[src/rtl/core/esc_srdl_pkg.sv]
// Package for the start ramp duty limiter: types, register map, codes and constants.
// Used by esc_srdl_cfg, esc_srdl_step and esc_start_ramp_duty_limiter_unit.
package esc_srdl_pkg;

	// Fixed behaviour constants
	localparam logic [7:0]  FAIL_STEP      = 8'd16;
	localparam logic [3:0]  TIMEOUT_RELOAD = 4'd2;
	localparam logic [3:0]  TIMEOUT_MAX    = 4'd12;
	localparam int unsigned CLOCK_MHZ      = 16;

	// PWM is halved in startup when the PWM span * 16 is below this
	localparam logic [19:0] SLOW_LIMIT = 20'(1700 * CLOCK_MHZ);

	// Divide by three as a multiply by a reciprocal (exact for the 13-bit range used)
	localparam logic [16:0] RECIP3       = 17'd43691;
	localparam int unsigned RECIP3_SHIFT = 17;

	// Register reset values
	localparam logic [15:0] RST_PWM_SPAN         = 16'd800;
	localparam logic [15:0] RST_RUN_CEIL_MAX     = 16'd799;
	localparam logic [15:0] RST_START_CEIL_MAX   = 16'd200;
	localparam logic [15:0] RST_START_MIN_POWER  = 16'd133;
	localparam logic [15:0] RST_COOL_START_POWER = 16'd33;
	localparam logic [7:0]  RST_GOOD_CYCLES      = 8'd12;
	localparam logic [7:0]  RST_MOD_STEP         = 8'd4;
	localparam logic [7:0]  RST_MOD_LIMIT        = 8'd48;
	localparam logic [10:0] RST_STEP48 = 11'((800 + 47) / 48);
	localparam logic [11:0] RST_STEP32 = 12'((800 + 31) / 32);
	localparam logic        RST_SLOW_PWM = (800 * 16) < (1700 * CLOCK_MHZ);

	typedef enum logic [2:0] {
		REG_PWM_SPAN         = 3'd0,
		REG_RUN_CEIL_MAX     = 3'd1,
		REG_START_CEIL_MAX   = 3'd2,
		REG_START_MIN_POWER  = 3'd3,
		REG_COOL_START_POWER = 3'd4,
		REG_GOOD_CYCLES      = 3'd5,
		REG_MOD_STEP         = 3'd6,
		REG_MOD_LIMIT        = 3'd7
	} reg_idx_t;

	typedef enum logic [1:0] {
		KIND_COMMUT   = 2'd0,
		KIND_THROTTLE = 2'd1,
		KIND_RESTART  = 2'd2
	} kind_t;

	typedef enum logic [1:0] {
		ACT_CONTINUE     = 2'd0,
		ACT_RESTART_CTRL = 2'd1,
		ACT_RESTART_RUN  = 2'd2,
		ACT_START_FAILED = 2'd3
	} action_t;

	typedef enum logic [1:0] {
		PWM_OFF       = 2'd0,
		PWM_SHORT_OFF = 2'd1,
		PWM_LONG_OFF  = 2'd2
	} pwm_mode_t;

	// Configuration seen by the step logic, with the derived ramp steps
	typedef struct packed {
		logic [15:0] pwm_span;
		logic [15:0] run_ceil_max;
		logic [15:0] start_ceil_max;
		logic [15:0] start_min_power;
		logic [15:0] cool_start_power;
		logic [7:0]  good_cycles_needed;
		logic [7:0]  modulation_step;
		logic [7:0]  modulation_limit;
		logic [10:0] step48;
		logic [11:0] step32;
		logic        slow_pwm;
	} cfg_t;

	// One result word
	typedef struct packed {
		logic [1:0]  action;
		logic [15:0] duty_word;
		logic [15:0] off_duty_word;
		logic [1:0]  pwm_mode;
		logic        full_duty;
		logic        power_enabled;
		logic [15:0] power_ceiling;
		logic [3:0]  timeout_count;
	} res_t;

endpackage

[src/rtl/core/esc_srdl_cfg.sv]
// Configuration register bank of the start ramp duty limiter, with derived ramp steps.
// Depends on esc_srdl_pkg.
module esc_srdl_cfg (
	input  logic                clk,
	input  logic                arst_n,
	input  logic                psel,
	input  logic                penable,
	input  logic                pwrite,
	input  logic [4:0]          paddr,
	input  logic [31:0]         pwdata,
	output logic [31:0]         prdata,
	output esc_srdl_pkg::cfg_t  cfg
);

	logic                        wr_en;
	esc_srdl_pkg::reg_idx_t      idx;
	logic [16:0]                 pr_plus47;
	logic [29:0]                 div3_prod;
	logic [16:0]                 pr_plus31;
	logic [10:0]                 step48_d;
	logic [11:0]                 step32_d;
	logic                        slow_d;
	esc_srdl_pkg::cfg_t          cfg_q;

	assign wr_en = psel & penable & pwrite;
	assign idx   = esc_srdl_pkg::reg_idx_t'(paddr[4:2]);

	// Derive ramp steps from the PWM span being written
	always_comb begin
		pr_plus47 = {1'b0, pwdata[15:0]} + 17'd47;
		div3_prod = 30'(pr_plus47[16:4]) * 30'(esc_srdl_pkg::RECIP3);
		step48_d  = div3_prod[esc_srdl_pkg::RECIP3_SHIFT +: 11];
		pr_plus31 = {1'b0, pwdata[15:0]} + 17'd31;
		step32_d  = pr_plus31[16:5];
		slow_d    = {pwdata[15:0], 4'b0000} < esc_srdl_pkg::SLOW_LIMIT;
	end

	// Hold the registers; write on the access cycle
	always_ff @(posedge clk or negedge arst_n) begin
		if (!arst_n) begin
			cfg_q.pwm_span           <= esc_srdl_pkg::RST_PWM_SPAN;
			cfg_q.run_ceil_max       <= esc_srdl_pkg::RST_RUN_CEIL_MAX;
			cfg_q.start_ceil_max     <= esc_srdl_pkg::RST_START_CEIL_MAX;
			cfg_q.start_min_power    <= esc_srdl_pkg::RST_START_MIN_POWER;
			cfg_q.cool_start_power   <= esc_srdl_pkg::RST_COOL_START_POWER;
			cfg_q.good_cycles_needed <= esc_srdl_pkg::RST_GOOD_CYCLES;
			cfg_q.modulation_step    <= esc_srdl_pkg::RST_MOD_STEP;
			cfg_q.modulation_limit   <= esc_srdl_pkg::RST_MOD_LIMIT;
			cfg_q.step48             <= esc_srdl_pkg::RST_STEP48;
			cfg_q.step32             <= esc_srdl_pkg::RST_STEP32;
			cfg_q.slow_pwm           <= esc_srdl_pkg::RST_SLOW_PWM;
		end else if (wr_en) begin
			case (idx)
				esc_srdl_pkg::REG_PWM_SPAN: begin
					cfg_q.pwm_span <= pwdata[15:0];
					cfg_q.step48   <= step48_d;
					cfg_q.step32   <= step32_d;
					cfg_q.slow_pwm <= slow_d;
				end
				esc_srdl_pkg::REG_RUN_CEIL_MAX:     cfg_q.run_ceil_max <= pwdata[15:0];
				esc_srdl_pkg::REG_START_CEIL_MAX:   cfg_q.start_ceil_max <= pwdata[15:0];
				esc_srdl_pkg::REG_START_MIN_POWER:  cfg_q.start_min_power <= pwdata[15:0];
				esc_srdl_pkg::REG_COOL_START_POWER: cfg_q.cool_start_power <= pwdata[15:0];
				esc_srdl_pkg::REG_GOOD_CYCLES:      cfg_q.good_cycles_needed <= pwdata[7:0];
				esc_srdl_pkg::REG_MOD_STEP:         cfg_q.modulation_step <= pwdata[7:0];
				esc_srdl_pkg::REG_MOD_LIMIT:        cfg_q.modulation_limit <= pwdata[7:0];
				default: begin
				end
			endcase
		end
	end

	// Read back
	always_comb begin
		case (idx)
			esc_srdl_pkg::REG_PWM_SPAN:         prdata = {16'h0, cfg_q.pwm_span};
			esc_srdl_pkg::REG_RUN_CEIL_MAX:     prdata = {16'h0, cfg_q.run_ceil_max};
			esc_srdl_pkg::REG_START_CEIL_MAX:   prdata = {16'h0, cfg_q.start_ceil_max};
			esc_srdl_pkg::REG_START_MIN_POWER:  prdata = {16'h0, cfg_q.start_min_power};
			esc_srdl_pkg::REG_COOL_START_POWER: prdata = {16'h0, cfg_q.cool_start_power};
			esc_srdl_pkg::REG_GOOD_CYCLES:      prdata = {24'h0, cfg_q.good_cycles_needed};
			esc_srdl_pkg::REG_MOD_STEP:         prdata = {24'h0, cfg_q.modulation_step};
			esc_srdl_pkg::REG_MOD_LIMIT:        prdata = {24'h0, cfg_q.modulation_limit};
			default:                            prdata = 32'h0;
		endcase
	end

	assign cfg = cfg_q;

endmodule

[src/rtl/core/esc_srdl_step.sv]
// Governor state and the single-pass update logic for one word.
// Depends on esc_srdl_pkg.
module esc_srdl_step (
	input  logic                clk,
	input  logic                arst_n,
	input  esc_srdl_pkg::cfg_t  cfg,
	input  logic                adv,
	input  logic [1:0]          kind,
	input  logic [15:0]         throttle,
	input  logic [15:0]         timing_limit,
	input  logic                set_enable,
	output esc_srdl_pkg::res_t  res
);

	logic [15:0] ceiling_q;
	logic [7:0]  good_q, mod_q, fail_q;
	logic        startup_q, powered_q, full_q;
	logic [3:0]  tticks_q;
	logic [15:0] on_q, off_q;
	logic [1:0]  mode_q;

	logic [15:0] ceiling_d;
	logic [7:0]  good_d, mod_d, fail_d;
	logic        startup_d, powered_d, full_d;
	logic [3:0]  tticks_d;
	logic [15:0] on_d, off_d;
	logic [1:0]  mode_d;
	logic [1:0]  action_d;

	logic [16:0] sum32, sum48;
	logic [15:0] copy32, copy48;
	logic [7:0]  mod_new, fail_new;
	logic [15:0] d_lim, d_cap, d_floor, off_raw;
	logic [16:0] dbl;

	always_comb begin
		// Ramp candidates
		sum32  = {1'b0, ceiling_q} + 17'(cfg.step32);
		copy32 = sum32[16] ? 16'hFFFF : sum32[15:0];
		sum48  = {1'b0, ceiling_q} + 17'(cfg.step48);
		copy48 = sum48[16] ? 16'hFFFF : sum48[15:0];
		mod_new  = mod_q + cfg.modulation_step;
		fail_new = fail_q + esc_srdl_pkg::FAIL_STEP;

		// Duty clamp chain
		d_lim   = (timing_limit <= throttle) ? timing_limit : throttle;
		d_cap   = (ceiling_q <= d_lim) ? ceiling_q : d_lim;
		d_floor = (cfg.start_min_power <= d_cap) ? d_cap : cfg.start_min_power;
		dbl     = {d_floor, 1'b0};
		off_raw = (d_cap >= cfg.start_ceil_max) ? 16'h0 : (cfg.start_ceil_max - d_cap);

		// Hold by default
		ceiling_d = ceiling_q;
		good_d    = good_q;
		mod_d     = mod_q;
		fail_d    = fail_q;
		startup_d = startup_q;
		powered_d = powered_q;
		full_d    = full_q;
		tticks_d  = tticks_q;
		on_d      = on_q;
		off_d     = off_q;
		mode_d    = mode_q;
		action_d  = esc_srdl_pkg::ACT_CONTINUE;

		case (esc_srdl_pkg::kind_t'(kind))
			esc_srdl_pkg::KIND_COMMUT: begin
				if ((!powered_q && good_q == 8'd0) || ceiling_q == 16'd0) begin
					// Restart: switch power off and re-arm
					action_d  = (!powered_q && good_q == 8'd0) ?
						esc_srdl_pkg::ACT_RESTART_CTRL : esc_srdl_pkg::ACT_RESTART_RUN;
					on_d      = 16'h0;
					off_d     = 16'h0;
					mode_d    = esc_srdl_pkg::PWM_OFF;
					powered_d = 1'b0;
					full_d    = 1'b0;
					ceiling_d = cfg.start_min_power;
					mod_d     = 8'd0;
					fail_d    = 8'd0;
					good_d    = cfg.good_cycles_needed;
					tticks_d  = esc_srdl_pkg::TIMEOUT_RELOAD;
				end else if (good_q >= cfg.good_cycles_needed) begin
					// Running: leave startup and ramp to the running ceiling
					startup_d = 1'b0;
					fail_d    = 8'd0;
					mod_d     = 8'd0;
					ceiling_d = (copy32 < cfg.run_ceil_max) ? copy32 : cfg.run_ceil_max;
				end else begin
					// Startup ramp with modulation and failure count
					good_d = good_q + 8'd1;
					mod_d  = mod_new;
					if (mod_new == 8'd0 && fail_new == 8'd0) begin
						action_d = esc_srdl_pkg::ACT_START_FAILED;
					end else begin
						if (mod_new == 8'd0) begin
							fail_d = fail_new;
						end
						if (esc_srdl_pkg::FAIL_STEP > ((mod_new == 8'd0) ? fail_new : fail_q)
							|| cfg.modulation_limit > mod_new) begin
							ceiling_d = (copy48 < cfg.start_ceil_max) ?
								copy48 : cfg.start_ceil_max;
						end else begin
							ceiling_d = (copy48 < cfg.cool_start_power) ?
								copy48 : cfg.cool_start_power;
						end
					end
				end
			end
			esc_srdl_pkg::KIND_THROTTLE: begin
				if (set_enable) begin
					tticks_d = esc_srdl_pkg::TIMEOUT_RELOAD;
					if (dbl <= {1'b0, ceiling_q}) begin
						ceiling_d = dbl[15:0];
					end
					if (off_raw == 16'h0) begin
						full_d    = 1'b1;
						powered_d = 1'b1;
						on_d      = d_cap;
						off_d     = 16'h0;
						mode_d    = esc_srdl_pkg::PWM_SHORT_OFF;
					end else if (d_cap == 16'h0) begin
						full_d    = 1'b0;
						powered_d = 1'b0;
						on_d      = 16'h0;
						off_d     = off_raw;
						mode_d    = esc_srdl_pkg::PWM_OFF;
					end else begin
						full_d    = 1'b0;
						powered_d = 1'b1;
						// Halve the PWM frequency in startup on a short period
						if (cfg.slow_pwm && startup_q) begin
							on_d  = d_cap[15] ? 16'hFFFF : {d_cap[14:0], 1'b0};
							off_d = off_raw[15] ? 16'hFFFF : {off_raw[14:0], 1'b0};
						end else begin
							on_d  = d_cap;
							off_d = off_raw;
						end
						mode_d = (off_d[15:8] != 8'h0) ?
							esc_srdl_pkg::PWM_LONG_OFF : esc_srdl_pkg::PWM_SHORT_OFF;
					end
				end else if (tticks_q < esc_srdl_pkg::TIMEOUT_MAX) begin
					tticks_d = tticks_q + 4'd1;
				end
			end
			esc_srdl_pkg::KIND_RESTART: begin
				action_d  = esc_srdl_pkg::ACT_RESTART_RUN;
				on_d      = 16'h0;
				off_d     = 16'h0;
				mode_d    = esc_srdl_pkg::PWM_OFF;
				powered_d = 1'b0;
				full_d    = 1'b0;
				ceiling_d = cfg.start_min_power;
				mod_d     = 8'd0;
				fail_d    = 8'd0;
				good_d    = cfg.good_cycles_needed;
				tticks_d  = esc_srdl_pkg::TIMEOUT_RELOAD;
			end
			default: begin
			end
		endcase
	end

	// Advance the state with each word that moves to the result register
	always_ff @(posedge clk or negedge arst_n) begin
		if (!arst_n) begin
			ceiling_q <= esc_srdl_pkg::RST_START_MIN_POWER;
			good_q    <= 8'd0;
			mod_q     <= 8'd0;
			fail_q    <= 8'd0;
			startup_q <= 1'b1;
			powered_q <= 1'b0;
			full_q    <= 1'b0;
			tticks_q  <= 4'd0;
			on_q      <= 16'h0;
			off_q     <= 16'h0;
			mode_q    <= esc_srdl_pkg::PWM_OFF;
		end else if (adv) begin
			ceiling_q <= ceiling_d;
			good_q    <= good_d;
			mod_q     <= mod_d;
			fail_q    <= fail_d;
			startup_q <= startup_d;
			powered_q <= powered_d;
			full_q    <= full_d;
			tticks_q  <= tticks_d;
			on_q      <= on_d;
			off_q     <= off_d;
			mode_q    <= mode_d;
		end
	end

	// Result reports the state after the step, duty low bytes inverted
	always_comb begin
		res.action        = action_d;
		res.duty_word     = {on_d[15:8], ~on_d[7:0]};
		res.off_duty_word = {off_d[15:8], ~off_d[7:0]};
		res.pwm_mode      = mode_d;
		res.full_duty     = full_d;
		res.power_enabled = powered_d;
		res.power_ceiling = ceiling_d;
		res.timeout_count = tticks_d;
	end

endmodule

[src/rtl/core/esc_start_ramp_duty_limiter_unit.sv]
// Start ramp duty limiter, top level: input register, step logic, result register.
// A word goes through the input register, then the result register, to the master side.
// Throughput: one word per cycle while m_tready does not stall the output; the governor
// state updates in the same cycle the result register loads; the next input word sees it.
// Reset (arst_n low, asynchronous): both stages empty, governor state and
// configuration registers return to their defaults. Depends on esc_srdl_pkg.
module esc_start_ramp_duty_limiter_unit (
	input  logic        clk,
	input  logic        arst_n,
	// Input stream
	input  logic        s_tvalid,
	output logic        s_tready,
	input  logic [39:0] s_tdata,  // [15:0] throttle, [31:16] timing_limit, [32] set_enable
	input  logic [1:0]  s_tuser,  // [1:0] kind
	// Output stream
	output logic        m_tvalid,
	input  logic        m_tready,
	output logic [55:0] m_tdata,  // [15:0] duty_word, [31:16] off_duty_word, [33:32] pwm_mode,
	                              // [34] full_duty, [35] power_enabled,
	                              // [51:36] power_ceiling, [55:52] timeout_count
	output logic [1:0]  m_tuser,  // [1:0] action
	// Configuration port
	input  logic        psel,
	input  logic        penable,
	input  logic        pwrite,
	input  logic [4:0]  paddr,
	input  logic [31:0] pwdata,
	output logic [31:0] prdata,
	output logic        pready
);

	esc_srdl_pkg::cfg_t cfg;
	esc_srdl_pkg::res_t res;
	esc_srdl_pkg::res_t res_q;

	logic        s1_valid_q;
	logic [1:0]  kind_s1;
	logic [15:0] throttle_s1;
	logic [15:0] tlim_s1;
	logic        en_s1;
	logic        out_valid_q;
	logic        adv;
	logic        s_fire;

	assign pready = 1'b1;

	esc_srdl_cfg u_cfg (
		.clk    (clk),
		.arst_n (arst_n),
		.psel   (psel),
		.penable(penable),
		.pwrite (pwrite),
		.paddr  (paddr),
		.pwdata (pwdata),
		.prdata (prdata),
		.cfg    (cfg)
	);

	// Advance when the result register is free or being drained
	assign adv      = s1_valid_q & (~out_valid_q | m_tready);
	assign s_tready = ~s1_valid_q | adv;
	assign s_fire   = s_tvalid & s_tready;

	// Input register
	always_ff @(posedge clk or negedge arst_n) begin
		if (!arst_n) begin
			s1_valid_q <= 1'b0;
		end else begin
			s1_valid_q <= s_fire | (s1_valid_q & ~adv);
		end
	end

	always_ff @(posedge clk) begin
		if (s_fire) begin
			kind_s1     <= s_tuser;
			throttle_s1 <= s_tdata[15:0];
			tlim_s1     <= s_tdata[31:16];
			en_s1       <= s_tdata[32];
		end
	end

	esc_srdl_step u_step (
		.clk         (clk),
		.arst_n      (arst_n),
		.cfg         (cfg),
		.adv         (adv),
		.kind        (kind_s1),
		.throttle    (throttle_s1),
		.timing_limit(tlim_s1),
		.set_enable  (en_s1),
		.res         (res)
	);

	// Result register
	always_ff @(posedge clk or negedge arst_n) begin
		if (!arst_n) begin
			out_valid_q <= 1'b0;
		end else begin
			out_valid_q <= adv | (out_valid_q & ~m_tready);
		end
	end

	always_ff @(posedge clk) begin
		if (adv) begin
			res_q <= res;
		end
	end

	assign m_tvalid = out_valid_q;
	assign m_tuser  = res_q.action;
	assign m_tdata  = {res_q.timeout_count, res_q.power_ceiling, res_q.power_enabled,
		res_q.full_duty, res_q.pwm_mode, res_q.off_duty_word, res_q.duty_word};

`ifndef NO_ASSERTIONS
	// Timeout counter never passes its hold value
	a_timeout_bound: assert property (@(posedge clk) disable iff (!arst_n)
		m_tvalid |-> res_q.timeout_count <= esc_srdl_pkg::TIMEOUT_MAX)
		else $error("timeout count above hold value");

	// Full duty is only reported with power enabled
	a_full_powered: assert property (@(posedge clk) disable iff (!arst_n)
		(m_tvalid && res_q.full_duty) |-> res_q.power_enabled)
		else $error("full duty without power enabled");

	// PWM off exactly when power is disabled
	a_mode_power: assert property (@(posedge clk) disable iff (!arst_n)
		m_tvalid |-> ((res_q.pwm_mode == esc_srdl_pkg::PWM_OFF) == !res_q.power_enabled))
		else $error("pwm mode disagrees with power enable");

	// A restart switches the on duty off
	a_restart_off: assert property (@(posedge clk) disable iff (!arst_n)
		(m_tvalid && (res_q.action == esc_srdl_pkg::ACT_RESTART_CTRL
			|| res_q.action == esc_srdl_pkg::ACT_RESTART_RUN))
		|-> (res_q.duty_word == 16'h00FF && !res_q.power_enabled))
		else $error("restart left duty on");

	// Input stage only drains into a result register that is free or being drained
	a_no_overwrite: assert property (@(posedge clk) disable iff (!arst_n)
		(out_valid_q && !m_tready && s1_valid_q) |=> (s1_valid_q && $stable(res_q)))
		else $error("result overwritten while stalled");
`endif

endmodule
[config.mk]
export PLATFORM = sky130hd
export DESIGN_NAME = esc_start_ramp_duty_limiter_unit
export DESIGN_NICKNAME = d
export VERILOG_FILES = /design/src/rtl/core/esc_srdl_pkg.sv /design/src/rtl/core/esc_srdl_cfg.sv /design/src/rtl/core/esc_srdl_step.sv /design/src/rtl/core/esc_start_ramp_duty_limiter_unit.sv
export SDC_FILE = /design/constraint.sdc
export NUM_CORES = 1
export LEC_CHECK = 0
export BUFFER_PORTS_ARGS = -buffer_cell sky130_fd_sc_hd__buf_2
export CORE_UTILIZATION = 30
export CTS_CLUSTER_DIAMETER = 40
export DETAILED_ROUTE_END_ITERATION = 7
export PLACE_DENSITY = 0.57
export SYNTH_ARGS = -nofsm -noshare
export SYNTH_HDL_FRONTEND = slang
export SYNTH_SLANG_ARGS = --single-unit
[constraint.sdc]
create_clock -name clk -period 21.3 [get_ports clk]
set_input_delay 1.065 -clock clk [delete_from_list [all_inputs] [get_ports clk]]
set_output_delay 1.065 -clock clk [all_outputs]
set_load 0.01 [all_outputs]
==> flow_metrics.env <==
export IMPL_fmax_mhz=84.8
export IMPL_final_hold_violation_count=0
export IMPL_critPathRequiredTime_ns=21.59
export IMPL_gp_congestion=0.957
export IMPL_max_cap_viol_count=0
export IMPL_pwr_share_clk=0.215
export IMPL_clockBufferDepth=3
export IMPL_numCtsBuffers=54
export IMPL_syn_area_mm2=0.0240
export IMPL_timing_setup_critical_path_class="reg2reg"
export IMPL_ys_flop_type="dfrtp_1"
export IMPL_syn_instance_count=2645
export IMPL_critPathLaunchType="register"
export IMPL_grt_pass1_vias=19900
export IMPL_core_mm2=0.0791
export IMPL_antenna_found_initial=2
export IMPL_met2_usage=0.307
export IMPL_ctsRootBufferMaster="clkbuf_16"
export IMPL_viasPerCell=5.31
export IMPL_grtUsageMet1=0.276
export IMPL_cts_sinks=300
export IMPL_timing_critical_path_mode_cell="o21ai_0"
export IMPL_io_buffers=136
export IMPL_powerDensity_mw_per_mm2=157
export IMPL_drt_wl_total_mm=82.5
export IMPL_multiInputGateArea_mm2=0.0146
export IMPL_cp_startpoint="tlim_s1[14]"
export IMPL_hold_buffers=0
export IMPL_seq_area_frac_synth=0.333
export IMPL_finalMaxSlewViolations=0
export IMPL_finalNetCount=3133
export IMPL_num_fill_cells=8113
export IMPL_worst_ep_arrival_time_ns=12.08
export IMPL_finalCritPeriodShare=0.553
export IMPL_period_needed_ns=11.79
export IMPL_synth_distinct_cells=106
export IMPL_final_cell_mix="nand2_1, ha_1, inv_1"
export IMPL_clkLatencyLatePin_ns=0.62
export IMPL_switchingPower_mw=2.06
export IMPL_tightest_slew_ns=1.06
export IMPL_track_usage=0.200
export IMPL_path_clk_slew_ns=0.06
export IMPL_power_total_mw=4.36
export IMPL_p_leak_nw=12.3
export IMPL_rows=103
export IMPL_yosys_warnings=0
export IMPL_seq_area_mm2=0.00801
export IMPL_crit_slowest_cell="o211a_1"
export IMPL_switching_share=0.473
export IMPL_clock_skew_final_ns=0.0259
export IMPL_p_int_mw=2.30
export IMPL_ys_seq_elements=300
export IMPL_cts_resized=0
export IMPL_diodes=0
export IMPL_dpl_hpwl_mm=62.8
export IMPL_grt_pass1_wl_mm=125
export IMPL_slowest_delay_ns=0.79
export IMPL_final_common_cell="nand2_1"
export IMPL_fp_dieArea_mm2=0.0813
export IMPL_vias=20400
export IMPL_drive_gt1_frac=0.153
export IMPL_initial_core_util=0.304
export IMPL_top_usage_layer="met2"
export IMPL_hold_class="in2async"
export IMPL_gr_total_overflow=0
export IMPL_drtAntennaViolNets=0
export IMPL_combPwrFrac=0.572
export IMPL_wl_per_cell_um=21.5
export IMPL_status="completed"
export IMPL_die_y_um=285
export IMPL_htreeDepth=2
export IMPL_synth_edff_count=93
export IMPL_cts_tree="yes"
export IMPL_rsz0062_at_grt="false"
export IMPL_power_frac_seq=0.213
export IMPL_first_iter_violations=1961
export IMPL_async_flop_share=0.690
export IMPL_use_met3=0.0552
export IMPL_syn_to_final_growth_pct=15.2
export IMPL_die_w_um=285
export IMPL_grt_start_max_net_pins=74
export IMPL_cts_setup_buffers=0
export IMPL_ioPinCount=179
export IMPL_cp_max_fo=26
export IMPL_cp_end_kind="register"
export IMPL_syn_area_per_cell_um2=9.09
export IMPL_drc=0
export IMPL_setup_tns_ns=0
export IMPL_relSlewSlack=0.296
export IMPL_peakVddDrop_mv=0.0661
export IMPL_setup_violations=0
export IMPL_drtPass1Iterations=6
export IMPL_r2r_start="tlim_s1[14]"
==> cell type report <==
cell class / count / area share
multi-input cells: 1983 / 0.525
flip-flops and latches: 300 / 0.289
clock buffers: 60 / 0.0507
well taps: 1050 / 0.0474
repair buffers: 167 / 0.0333
inverters: 244 / 0.0331
clock inverters: 42 / 0.0208
==> per-layer routing <==
metal,vias up,routed length [um],share of wire
li1,9743,-,-
met1,9798,37300,0.45
met2,737,36000,0.44
met3,135,7200,0.087
met4,4,1960,0.024
met5,-,23,0.00028
==> worst paths after layout <==
check / end / cells after the start / slack (ns)
max in group asynchronous: u_step.mod_q[3] / 2 / 19.37
min reg2reg: u_cfg.cfg[117] / 2 / 0.46
max reg2reg: m_tdata[43] / 40 / 9.51
min: u_step.ceiling_q[10] / 1 / 0.42
min in group clk: u_cfg.cfg[117] / 2 / 0.46
max: m_tdata[43] / 40 / 9.51
==> metrics by stage <==
step	std cells	instance area, um^2	setup slack (ns)	utilization	hold slack [ns]
finish	3846	27700	9.51	0.350	0.422
global placement	3744	25700	9.72	0.325	0.453
CTS	3846	27700	9.68	0.350	0.463
detailed placement	3744	25700	9.74	0.325	0.451
floorplan	2660	24100	11.96	-	0.437
global route	3846	27700	8.43	0.350	0.455
==> sequential cells by signal, indices dropped and copies added (netlist names) <==
register,flops
s1_valid_q,1
throttle_s1,16
u_step.full_q,1
u_step.tticks_q,4
u_step.off_q,16
u_step.good_q,8
u_step.powered_q,1
u_step.startup_q,1
u_step.fail_q,4
en_s1,1
u_step.mode_q,2
kind_s1,2
m_tvalid,1
tlim_s1,16
u_step.ceiling_q,16
u_step.on_q,16
u_step.mod_q,8
m_tdata,56
u_cfg.cfg,128
m_tuser,2
==> Yosys cell counts, types with 8 or more instances <==
cell / count / area (um^2)
nand4_1: 31 / 194
inv_1: 239 / 897
and3_1: 10 / 62.6
ha_1: 245 / 3070
a211oi_1: 23 / 173
a31oi_1: 17 / 106
a221o_1: 16 / 160
o22ai_1: 9 / 56.3
nor2b_1: 32 / 200
a22o_1: 14 / 123
edfxtp_1: 93 / 2790
nand3_1: 49 / 245
nor4_1: 12 / 75.1
o31ai_1: 24 / 180
o21ai_1: 15 / 75.1
xnor2_1: 45 / 394
or3_1: 21 / 131
a21o_1: 52 / 390
buf_1: 8 / 30.0
o2111ai_1: 8 / 70.1
and2_1: 15 / 93.8
clkbuf_1: 92 / 345
mux2i_1: 32 / 320
o21ai_0: 220 / 1100
o221ai_1: 20 / 175
nor3_1: 48 / 240
mux4_2: 8 / 180
xor2_1: 21 / 184
dfstp_2: 33 / 867
a21oi_1: 171 / 856
a211o_1: 8 / 70.1
fa_1: 52 / 1040
or2_2: 10 / 62.6
a22oi_1: 16 / 120
o21a_1: 24 / 180
buf_4: 19 / 143
mux2_2: 68 / 766
nand2_1: 297 / 1110
dfrtp_1: 174 / 4350
o21bai_1: 12 / 90.1
a221oi_1: 18 / 158
nand2b_1: 32 / 200
nor2_1: 148 / 556
==> critical path: cells and delay by family, from the launching register on <==
kind,cells,cell delay [ns]
buf+inv,4,0.85
simple gates,13,3.50
compound gates,18,4.93
flops,1,0.39
mux,1,0.34
fa+ha+maj,4,1.46
==> power by group through the flow <==
| stage | registers (mW) | clock network [mW] | logic (mW) |
|---|---|---|---|
| detailed placement | 0.931 | 0 | 2.44 |
| global route | 0.944 | 0.981 | 2.76 |
| finish | 0.929 | 0.938 | 2.49 |
| global placement | 0.930 | 0 | 2.43 |
| CTS | 0.923 | 0.954 | 2.46 |
| floorplan | 0.864 | 0 | 1.75 |
==> kinds of logic after synthesis <==
family,after synthesis,share of synthesized area
AOI/OAI and AO/OA,752,0.206
and+or+nand+nor,739,0.146
buffers and inverters,377,0.0644
DFF,300,0.333
adders and majority gates,298,0.171
muxes,111,0.0549
xor gates and xnor gates,66,0.0240
other,2,0.000312
Note: power is estimated with default switching activity, not from simulation.
